==> src/wscp_pkg.sv <==
`timescale 1ns / 1ps
// ============================================================================
// wscp_pkg
// Shared types, codes and helpers for the close frame payload checker.
// ============================================================================
package wscp_pkg;

    // Verdict codes carried in the result beat
    localparam logic [1:0] VERDICT_OK       = 2'd0;
    localparam logic [1:0] VERDICT_PROTOCOL = 2'd1;
    localparam logic [1:0] VERDICT_REASON   = 2'd2;

    // Close code ranges that are accepted
    localparam logic [15:0] CODE_STD_LO  = 16'd1000;
    localparam logic [15:0] CODE_STD_HI  = 16'd1003;
    localparam logic [15:0] CODE_EXT_LO  = 16'd1007;
    localparam logic [15:0] CODE_EXT_HI  = 16'd1011;
    localparam logic [15:0] CODE_APP_LO  = 16'd3000;
    localparam logic [15:0] CODE_APP_HI  = 16'd4999;

    // UTF-8 limits
    localparam logic [20:0] CP_MAX       = 21'h10FFFF;
    localparam logic [20:0] CP_SURR_LO   = 21'h00D800;
    localparam logic [20:0] CP_SURR_HI   = 21'h00DFFF;
    localparam logic [7:0]  LEAD2_LO     = 8'hC2;
    localparam logic [7:0]  LEAD2_HI     = 8'hDF;
    localparam logic [7:0]  LEAD3_LO     = 8'hE0;
    localparam logic [7:0]  LEAD3_HI     = 8'hEF;
    localparam logic [7:0]  LEAD4_LO     = 8'hF0;
    localparam logic [7:0]  LEAD4_HI     = 8'hF4;
    localparam logic [7:0]  ASCII_MAX    = 8'h7F;
    localparam logic [1:0]  CONT_TAG     = 2'b10;

    // Minimum sequence value classes
    localparam logic [1:0]  MIN_CLASS_2B = 2'd0;
    localparam logic [1:0]  MIN_CLASS_3B = 2'd1;
    localparam logic [1:0]  MIN_CLASS_4B = 2'd2;

    // Where we are in the payload
    typedef enum logic [2:0] {
        POS_NONE = 3'b001,   // no byte seen
        POS_HIGH = 3'b010,   // high code byte seen
        POS_CODE = 3'b100    // code complete, bytes belong to the reason
    } wscp_pos_t;

    // Reason decoder state
    typedef struct packed {
        logic [20:0] codepoint;
        logic [1:0]  remaining;
        logic [1:0]  min_class;
        logic        error;
    } wscp_utf8_t;

    // One result beat
    typedef struct packed {
        logic        code_present;
        logic [15:0] close_code;
        logic [1:0]  verdict;
    } wscp_result_t;

    localparam wscp_utf8_t UTF8_IDLE = '{codepoint: '0, remaining: '0,
                                         min_class: '0, error: 1'b0};

    // Smallest legal value of a sequence of the given class
    function automatic logic [20:0] min_codepoint(input logic [1:0] cls);
        logic [20:0] value;
        case (cls)
            MIN_CLASS_2B: value = 21'h000080;
            MIN_CLASS_3B: value = 21'h000800;
            default:      value = 21'h010000;
        endcase
        return value;
    endfunction

endpackage

==> src/websocket_close_payload_check.sv <==
`timescale 1ns / 1ps
// ============================================================================
// websocket_close_payload_check
// Close frame payload checker: close code range and UTF-8 reason check.
// ============================================================================
// Takes one payload byte per beat, every cycle, with no gaps needed between
// frames. A beat is registered on acceptance and then processed by the
// single-pass byte update; the verdict for a frame is written to the result
// register when its last beat is processed. The only throttle is the result
// register: while a result waits to be taken, the input keeps flowing until
// a further last beat would need that register.
// An empty beat with tlast closes the frame on the bytes seen so far.
module websocket_close_payload_check
    import wscp_pkg::*;
(
    input  logic        clk,
    input  logic        rst_n,

    input  logic        s_tvalid,
    output logic        s_tready,
    input  logic [7:0]  s_tdata,     // [7:0] data_byte
    input  logic        s_tlast,     // last_byte
    input  logic        s_tuser,     // empty_frame

    output logic        m_tvalid,
    input  logic        m_tready,
    output logic [23:0] m_tdata      // [1:0] verdict, [17:2] close_code,
                                     // [18] code_present, [23:19] zero
);

    // input register
    logic         in_valid_reg;
    logic [7:0]   in_byte_reg;
    logic         in_last_reg;
    logic         in_empty_reg;

    // payload state
    wscp_pos_t    pos_reg, pos_next;
    logic [15:0]  code_reg, code_next;
    wscp_utf8_t   utf8_reg, utf8_next;

    // result register
    logic         out_valid_reg;
    wscp_result_t out_reg;
    wscp_result_t result;

    logic         advance;
    logic         proc;

    // a beat waiting in the input register can move on unless it is a last beat
    // and the result slot is full and not being drained
    assign advance  = !in_valid_reg || !in_last_reg || !out_valid_reg || m_tready;
    assign proc     = in_valid_reg && advance;
    assign s_tready = !in_valid_reg || advance;

    // input stage
    always_ff @(posedge clk or negedge rst_n)
    begin
        if (!rst_n)
        begin
            in_valid_reg <= 1'b0;
        end
        else if (s_tready)
        begin
            in_valid_reg <= s_tvalid;
        end
    end

    always_ff @(posedge clk)
    begin
        if (s_tready && s_tvalid)
        begin
            in_byte_reg  <= s_tdata;
            in_last_reg  <= s_tlast;
            in_empty_reg <= s_tuser;
        end
    end

    // code bytes
    always_comb
    begin
        pos_next  = pos_reg;
        code_next = code_reg;
        if (!in_empty_reg)
        begin
            unique case (pos_reg)
                POS_NONE:
                begin
                    code_next = {in_byte_reg, 8'd0};
                    pos_next  = POS_HIGH;
                end
                POS_HIGH:
                begin
                    code_next = {code_reg[15:8], in_byte_reg};
                    pos_next  = POS_CODE;
                end
                POS_CODE:
                begin
                    pos_next = POS_CODE;
                end
                default:
                begin
                    pos_next = POS_NONE;
                end
            endcase
        end
    end

    // reason bytes
    wscp_utf8 u_utf8 (
        .take      (!in_empty_reg && pos_reg == POS_CODE),
        .data_byte (in_byte_reg),
        .state_in  (utf8_reg),
        .state_out (utf8_next)
    );

    // verdict on the state after this beat
    wscp_verdict u_verdict (
        .pos    (pos_next),
        .code   (code_next),
        .utf8   (utf8_next),
        .result (result)
    );

    // state update; a last beat returns everything to the idle state
    always_ff @(posedge clk or negedge rst_n)
    begin
        if (!rst_n)
        begin
            pos_reg  <= POS_NONE;
            code_reg <= 16'd0;
            utf8_reg <= UTF8_IDLE;
        end
        else if (proc)
        begin
            if (in_last_reg)
            begin
                pos_reg  <= POS_NONE;
                code_reg <= 16'd0;
                utf8_reg <= UTF8_IDLE;
            end
            else
            begin
                pos_reg  <= pos_next;
                code_reg <= code_next;
                utf8_reg <= utf8_next;
            end
        end
    end

    // result stage
    always_ff @(posedge clk or negedge rst_n)
    begin
        if (!rst_n)
        begin
            out_valid_reg <= 1'b0;
        end
        else if (proc && in_last_reg)
        begin
            out_valid_reg <= 1'b1;
        end
        else if (m_tready)
        begin
            out_valid_reg <= 1'b0;
        end
    end

    always_ff @(posedge clk)
    begin
        if (proc && in_last_reg)
        begin
            out_reg <= result;
        end
    end

    assign m_tvalid = out_valid_reg;
    assign m_tdata  = {5'd0, out_reg.code_present, out_reg.close_code, out_reg.verdict};

    // a finished frame leaves no state behind
    a_reset_after_last: assert property (@(posedge clk) disable iff (!rst_n)
        (proc && in_last_reg) |=>
            (pos_reg == POS_NONE && code_reg == 16'd0 &&
             utf8_reg.remaining == 2'd0 && !utf8_reg.error))
        else $error("state not cleared after last beat");

    // a multi-byte sequence can only be open inside the reason
    a_utf8_in_reason: assert property (@(posedge clk) disable iff (!rst_n)
        (utf8_reg.remaining != 2'd0 || utf8_reg.error) |-> (pos_reg == POS_CODE))
        else $error("reason decoder active before the code is complete");

    // an ok verdict with a code carries a valid code
    a_ok_code_valid: assert property (@(posedge clk) disable iff (!rst_n)
        (out_valid_reg && out_reg.verdict == VERDICT_OK && out_reg.code_present) |->
            ((out_reg.close_code >= CODE_STD_LO && out_reg.close_code <= CODE_STD_HI) ||
             (out_reg.close_code >= CODE_EXT_LO && out_reg.close_code <= CODE_EXT_HI) ||
             (out_reg.close_code >= CODE_APP_LO && out_reg.close_code <= CODE_APP_HI)))
        else $error("ok verdict with out-of-range close code");

    // no code means a zero code field and never an invalid reason
    a_absent_code: assert property (@(posedge clk) disable iff (!rst_n)
        (out_valid_reg && !out_reg.code_present) |->
            (out_reg.close_code == 16'd0 && out_reg.verdict != VERDICT_REASON))
        else $error("absent code with nonzero code or reason verdict");

    // an unread result is never overwritten
    a_no_overwrite: assert property (@(posedge clk) disable iff (!rst_n)
        (out_valid_reg && !m_tready) |-> !(proc && in_last_reg))
        else $error("result overwritten while stalled");

endmodule

==> src/wscp_utf8.sv <==
`timescale 1ns / 1ps
// ============================================================================
// wscp_utf8
// One-byte update of the UTF-8 reason decoder.
// ============================================================================
module wscp_utf8
    import wscp_pkg::*;
(
    input  logic        take,        // byte belongs to the reason
    input  logic [7:0]  data_byte,
    input  wscp_utf8_t  state_in,
    output wscp_utf8_t  state_out
);

    logic [20:0] cp_shift;
    logic [1:0]  rem_dec;

    assign cp_shift = {state_in.codepoint[14:0], data_byte[5:0]};
    assign rem_dec  = state_in.remaining - 2'd1;

    always_comb
    begin
        state_out = state_in;
        if (take)
        begin
            if (state_in.remaining == 2'd0)
            begin
                // lead byte
                if (data_byte <= ASCII_MAX)
                begin
                    state_out = state_in;
                end
                else if (data_byte >= LEAD2_LO && data_byte <= LEAD2_HI)
                begin
                    state_out.codepoint = {16'd0, data_byte[4:0]};
                    state_out.remaining = 2'd1;
                    state_out.min_class = MIN_CLASS_2B;
                end
                else if (data_byte >= LEAD3_LO && data_byte <= LEAD3_HI)
                begin
                    state_out.codepoint = {17'd0, data_byte[3:0]};
                    state_out.remaining = 2'd2;
                    state_out.min_class = MIN_CLASS_3B;
                end
                else if (data_byte >= LEAD4_LO && data_byte <= LEAD4_HI)
                begin
                    state_out.codepoint = {18'd0, data_byte[2:0]};
                    state_out.remaining = 2'd3;
                    state_out.min_class = MIN_CLASS_4B;
                end
                else
                begin
                    state_out.error = 1'b1;
                end
            end
            else if (data_byte[7:6] != CONT_TAG)
            begin
                // sequence broken off
                state_out.error     = 1'b1;
                state_out.remaining = 2'd0;
            end
            else
            begin
                // continuation byte; check the value once complete
                state_out.codepoint = cp_shift;
                state_out.remaining = rem_dec;
                if (rem_dec == 2'd0)
                begin
                    if (cp_shift < min_codepoint(state_in.min_class) ||
                        cp_shift > CP_MAX ||
                        (cp_shift >= CP_SURR_LO && cp_shift <= CP_SURR_HI))
                    begin
                        state_out.error = 1'b1;
                    end
                end
            end
        end
    end

endmodule

==> src/wscp_verdict.sv <==
`timescale 1ns / 1ps
// ============================================================================
// wscp_verdict
// Forms the result beat from the payload state after the last byte.
// ============================================================================
module wscp_verdict
    import wscp_pkg::*;
(
    input  wscp_pos_t    pos,
    input  logic [15:0]  code,
    input  wscp_utf8_t   utf8,
    output wscp_result_t result
);

    logic code_ok;

    // accepted code ranges
    assign code_ok = (code >= CODE_STD_LO && code <= CODE_STD_HI) ||
                     (code >= CODE_EXT_LO && code <= CODE_EXT_HI) ||
                     (code >= CODE_APP_LO && code <= CODE_APP_HI);

    always_comb
    begin
        result = '{code_present: 1'b0, close_code: 16'd0, verdict: VERDICT_OK};
        unique case (pos)
            POS_NONE:
            begin
                result.verdict = VERDICT_OK;
            end
            POS_HIGH:
            begin
                result.verdict = VERDICT_PROTOCOL;
            end
            POS_CODE:
            begin
                result.code_present = 1'b1;
                result.close_code   = code;
                if (!code_ok)
                    result.verdict = VERDICT_PROTOCOL;
                else if (utf8.error || utf8.remaining != 2'd0)
                    result.verdict = VERDICT_REASON;
                else
                    result.verdict = VERDICT_OK;
            end
            default:
            begin
                result.verdict = VERDICT_PROTOCOL;
            end
        endcase
    end

endmodule

==> config.mk <==
export PLATFORM = sky130hd
export DESIGN_NAME = websocket_close_payload_check
export DESIGN_NICKNAME = d
export VERILOG_FILES = /design/src/wscp_pkg.sv /design/src/websocket_close_payload_check.sv /design/src/wscp_utf8.sv /design/src/wscp_verdict.sv
export SDC_FILE = /design/constraint.sdc
export NUM_CORES = 1
export LEC_CHECK = 0
export BUFFER_PORTS_ARGS = -buffer_cell sky130_fd_sc_hd__buf_2
export CORE_MARGIN = 2
export CORE_UTILIZATION = 65
export CTS_CLUSTER_DIAMETER = 120
export DETAILED_ROUTE_END_ITERATION = 8
export GPL_ROUTABILITY_DRIVEN = 0
export PLACE_DENSITY = 0.82
export SLEW_MARGIN = 20
export SYNTH_ARGS = -nofsm -noshare
export SYNTH_HDL_FRONTEND = slang
export SYNTH_HIERARCHICAL = 1
export SYNTH_SLANG_ARGS = --single-unit
==> constraint.sdc <==
create_clock -name clk -period 4.05 [get_ports clk]
set_input_delay 1.215 -clock clk [delete_from_list [all_inputs] [get_ports clk]]
set_output_delay 1.215 -clock clk [all_outputs]
set_load 0.02 [all_outputs]
# Word level (Yosys, flattened, before mapping)

Cells that the tools add are included.

Add/sub/neg operators: 1
$lt $le $gt $ge: 17
Eq/ne operators: 11
Mux-type cells: 34
Reductions and logical operators: 35

Operators by type and width:

| cell                                                                 | count |
|---|---|
| two-way mux 21 bit                                                   | 4 |
| two-way mux 20 bit                                                   | 3 |
| two-way mux 19 bit                                                   | 3 |
| two-way mux 17 bit                                                   | 2 |
| case mux 17 bit (2 select lines)                                     | 1 |
| greater-or-equal comparator 16 x 10 -> 1 bit (second input constant) | 2 |
| <= comparator 16 x 10 -> 1 bit (second input constant)               | 2 |
| two-way mux 16 bit                                                   | 2 |
| case mux 16 bit (2 select lines)                                     | 1 |
| greater-or-equal comparator 8 bit (second input constant)            | 3 |
| <= comparator 8 bit (second input constant)                          | 3 |
| greater-or-equal comparator 21 x 16 -> 1 bit (second input constant) | 1 |
| greater-than comparator 21 bit (second input constant)               | 1 |
| <= comparator 21 x 16 -> 1 bit (second input constant)               | 1 |
| less-than comparator 21 bit                                          | 1 |
| greater-or-equal comparator 16 x 12 -> 1 bit (second input constant) | 1 |
| <= comparator 16 x 13 -> 1 bit (second input constant)               | 1 |
| two-way mux 15 bit                                                   | 1 |
| logical AND 1 bit                                                    | 11 |
| AND reduction 5 bit                                                  | 2 |
| logical OR 1 bit                                                     | 9 |
| two-way mux 1 bit                                                    | 9 |
| <= comparator 8 x 7 -> 1 bit (second input constant)                 | 1 |
| two-way mux 2 bit                                                    | 4 |
| other kinds (17)                                                     | 29 |

Bits in registers: 70
Bits of input ports: 14

# Longest topological paths before layout

Depth after elaboration: 19
Gate-level depth with buffers: 10
Gate-level depth less buffers: 8

# By module

The synthesis kept the hierarchy.

Modules (own cells, without submodules):

| module                        | instances | cells an instance | area each (um^2) |
|---|---|---|---|
| websocket_close_payload_check | 1         | 267               | 3348.2 |
| wscp_utf8                     | 1         | 128               | 753.2 |
| wscp_verdict                  | 1         | 41                | 269.0 |

# Worst setup path after synthesis

No wires, ideal clock.

Path type: input to output
Start: input port m_tready
End: output port s_tready
Arrival time: 1.592 ns
Slack: 1.243 ns
Cell stages on the path: 2
Buffers on the path: 0
Path through: nor2b_1 nand3_1

Cells in the longest elaborated chain, start to end: 2

RTL lines:

| element          | RTL line                            | source |
|---|---|---|
| from (decl)      | websocket_close_payload_check.sv:26 | `input logic m_tready,` |
| logical OR 1 bit | websocket_close_payload_check.sv:52 | `assign advance = !in_valid_reg \|\| !in_last_reg \|\| !out_valid_reg \|\| m_tready;` |
| logical OR 1 bit | websocket_close_payload_check.sv:54 | `assign s_tready = !in_valid_reg \|\| advance;` |
| to (decl)        | websocket_close_payload_check.sv:20 | `output logic s_tready,` |

Every way passes these cells.

# Final worst setup path

Same ends and word-level chain as after synthesis.

==> results by group <==
Floorplan
  • Die X: 82.9 um
  • Die height: 82.9 um
  • Io pins: 40
  • Core area: 0.00596 sq mm
  • # rows: 28
  • Initial Util: 0.680
  • Full die area: 0.00687 sq mm

STA
  • Sum of negative setup slack: 0 ns
  • Crit share post-route: 0.746
  • Worst-margin pin slew: 0.680 ns
  • Endpoints failing setup: 0
  • Final Hold Vio Count: 0
  • Slew Limit Fails: 0
  • Relative slew slack: 0.547
  • Tmin final: 3.02 ns
  • RSZ-0062 raised after global routing: false
  • Clock Skews: 0.00564 ns
  • F_max: 331 MHz

Clock network
  • CTS tree: done
  • CTS root buf: clkbuf_8
  • Post-cts resize count: 0
  • CTS Buf Count: 9
  • H-tree depth: 3
  • Clk sinks: 70
  • Worst-path clk slew: 0.07 ns
  • Worst-skew pair later-pin latency: 0.35 ns
  • Post-CTS setup buffer count: 0
  • Hold Buf Count CTS: 0
  • Buffer depth of the longest clock path: 2

Logic synthesis
  • Avg Inst Size Synth: 10.3 sq um
  • Syn Std Cell Area: 0.00405 sq mm
  • Synth warn: 6
  • Synth Instances: 394

Layout
  • ANT cells: 0
  • Final instance area: 0.00440 sq mm
  • Layout Nets: 434
  • Layout cells sized above 1: 0.200
  • Fill cell count: 427
  • Largest register FFs: 20
  • Fin cells: 496
  • Synth-to-layout area growth: 8.72%

GRT
  • Grt total ovfl: 0
  • Initial antenna violation count: 0
  • Vias in the first global route: 2,769
  • Tot GR Track Use: 0.257
  • First-pass GRT wire length: 14.1 mm
  • Largest net degree at the start of global routing: 42

Hold path
  • Worst Hold End: code_reg[5]
  • Min-delay src: code_reg[5]
  • Hold Crit Class: reg -> reg
  • Worst Hold Depth: 1

Power and ir drop
  • IR Drop Worst-Case VDD: 306 uV
  • Pwr Density: 433 mW/mm^2
  • P_leak: 1.80 nW

Setup path
  • Critical path class: in -> out
  • CP endpoint kind: primary output
  • Crit-path slowest cell: nor2b_1
  • WP buf/inv: 2
  • R2R Path End: m_tdata[0]
  • CP required: 2.83 ns
  • Largest fanout on the critical path: 3
  • Worst Path Arrival: 1.81 ns
  • CP Cell Sequence: buf_2 -> nor2b_1 -> nand3_1 -> buf_2
  • CP max stage delay: 0.18 ns
  • Most frequent CP cell: buf_2
  • Crit-path leading delay family: simple AND/OR/NAND/NOR gates
  • R2r worst-path depth: 8
  • Startpoint Class: primary input
  • Reg2reg setup slack: 1.15 ns
  • Reg-to-Reg Start: pos_reg[1]

Route
  • Antenna Nets Post-Route: 0
  • Final Routed Wirelength: 8.73 mm
  • Post-route DRC: 0
  • Vias per Instance: 6.31
  • DRT Pass-1 Iters: 6
  • Routed WL per cell: 17.6 um
  • DR iter-0 viols: 342
  • Vias after detailed routing: 3,131

Placement
  • Final HPWL DP: 5.53 mm
  • Placed cell areas: 0.00418 sq mm
  • Cell count after placement: 479
  • Port bufs: 34

Job
  • Max-Cap Viols: 0

Run status
  • Status: completed
worst max-delay path by stage:
stage                   from  endpoint  depth (start not counted)  slack [ns]
floorplan           m_tready  s_tready                          2        1.24
global route        m_tready  s_tready                          4        0.91
CTS                 m_tready  s_tready                          4        1.02
global placement    m_tready  s_tready                          4        1.08
finish              m_tready  s_tready                          4        1.03
detailed placement  m_tready  s_tready                          4        1.02
stage by stage:
stage | hold WS [ns] | total power, mW | setup WS [ns] | utilization
3_5_place_dp | 0.499 | 1.34 | 1.02 | 0.702
6_report | 0.512 | 1.90 | 1.03 | 0.739
2_1_floorplan | 0.473 | 1.25 | 1.24 | -
3_3_place_gp | 0.490 | 1.32 | 1.08 | 0.702
4_1_cts | 0.515 | 1.90 | 1.02 | 0.736
5_1_grt | 0.530 | 1.99 | 0.913 | 0.739
routing by layer:
layer  wire length (um)  global-route usage
met1               4010               0.397
met2               3880               0.363
met3                724              0.0596
met4                111              0.0715
met5                  0                   0
power by group:
group          leakage (nW)  internal, mW  total [mW]  switching, mW
logic                 0.865         0.204       0.450          0.246
clock network         0.102         0.299       0.569          0.271
registers             0.835         0.810       0.885         0.0745
total                  1.80          1.31        1.90          0.591
placed cells by master, fill, tap and decap left out, types with 2 or more instances in the layout:
cell type	instances
conb_1	5
dfrtp_1	40
ha_1	4
a21o_1	2
nor2_1	30
edfxtp_1	29
nor3b_1	2
buf_4	7
o21ai_0	26
nor2b_1	3
nand2b_1	5
and3b_1	2
mux2i_1	8
and2_1	27
nor3_1	14
inv_1	25
buf_2	34
o21a_1	3
o2bb2ai_1	10
or3_1	3
a21boi_0	2
and3_1	2
a21oi_1	8
nand3_1	6
nand2_1	15
a22o_1	17
or4_1	3
or4b_4	2
clkinv_2	3
nand3b_1	23
clkbuf_8	10
a31oi_1	3
mux2_2	12
nor4_1	4
layout make-up:
class	count	area, sq um	area share
sequential	70	1900	0.431
multi-input combinational	268	1870	0.426
timing repair buffer	42	243	0.0552
clock buffer	10	138	0.0313
inverter	25	93.8	0.0213
tap	75	93.8	0.0213
clock inverter	6	61.3	0.0139
Power figures use the tool's default switching activity.
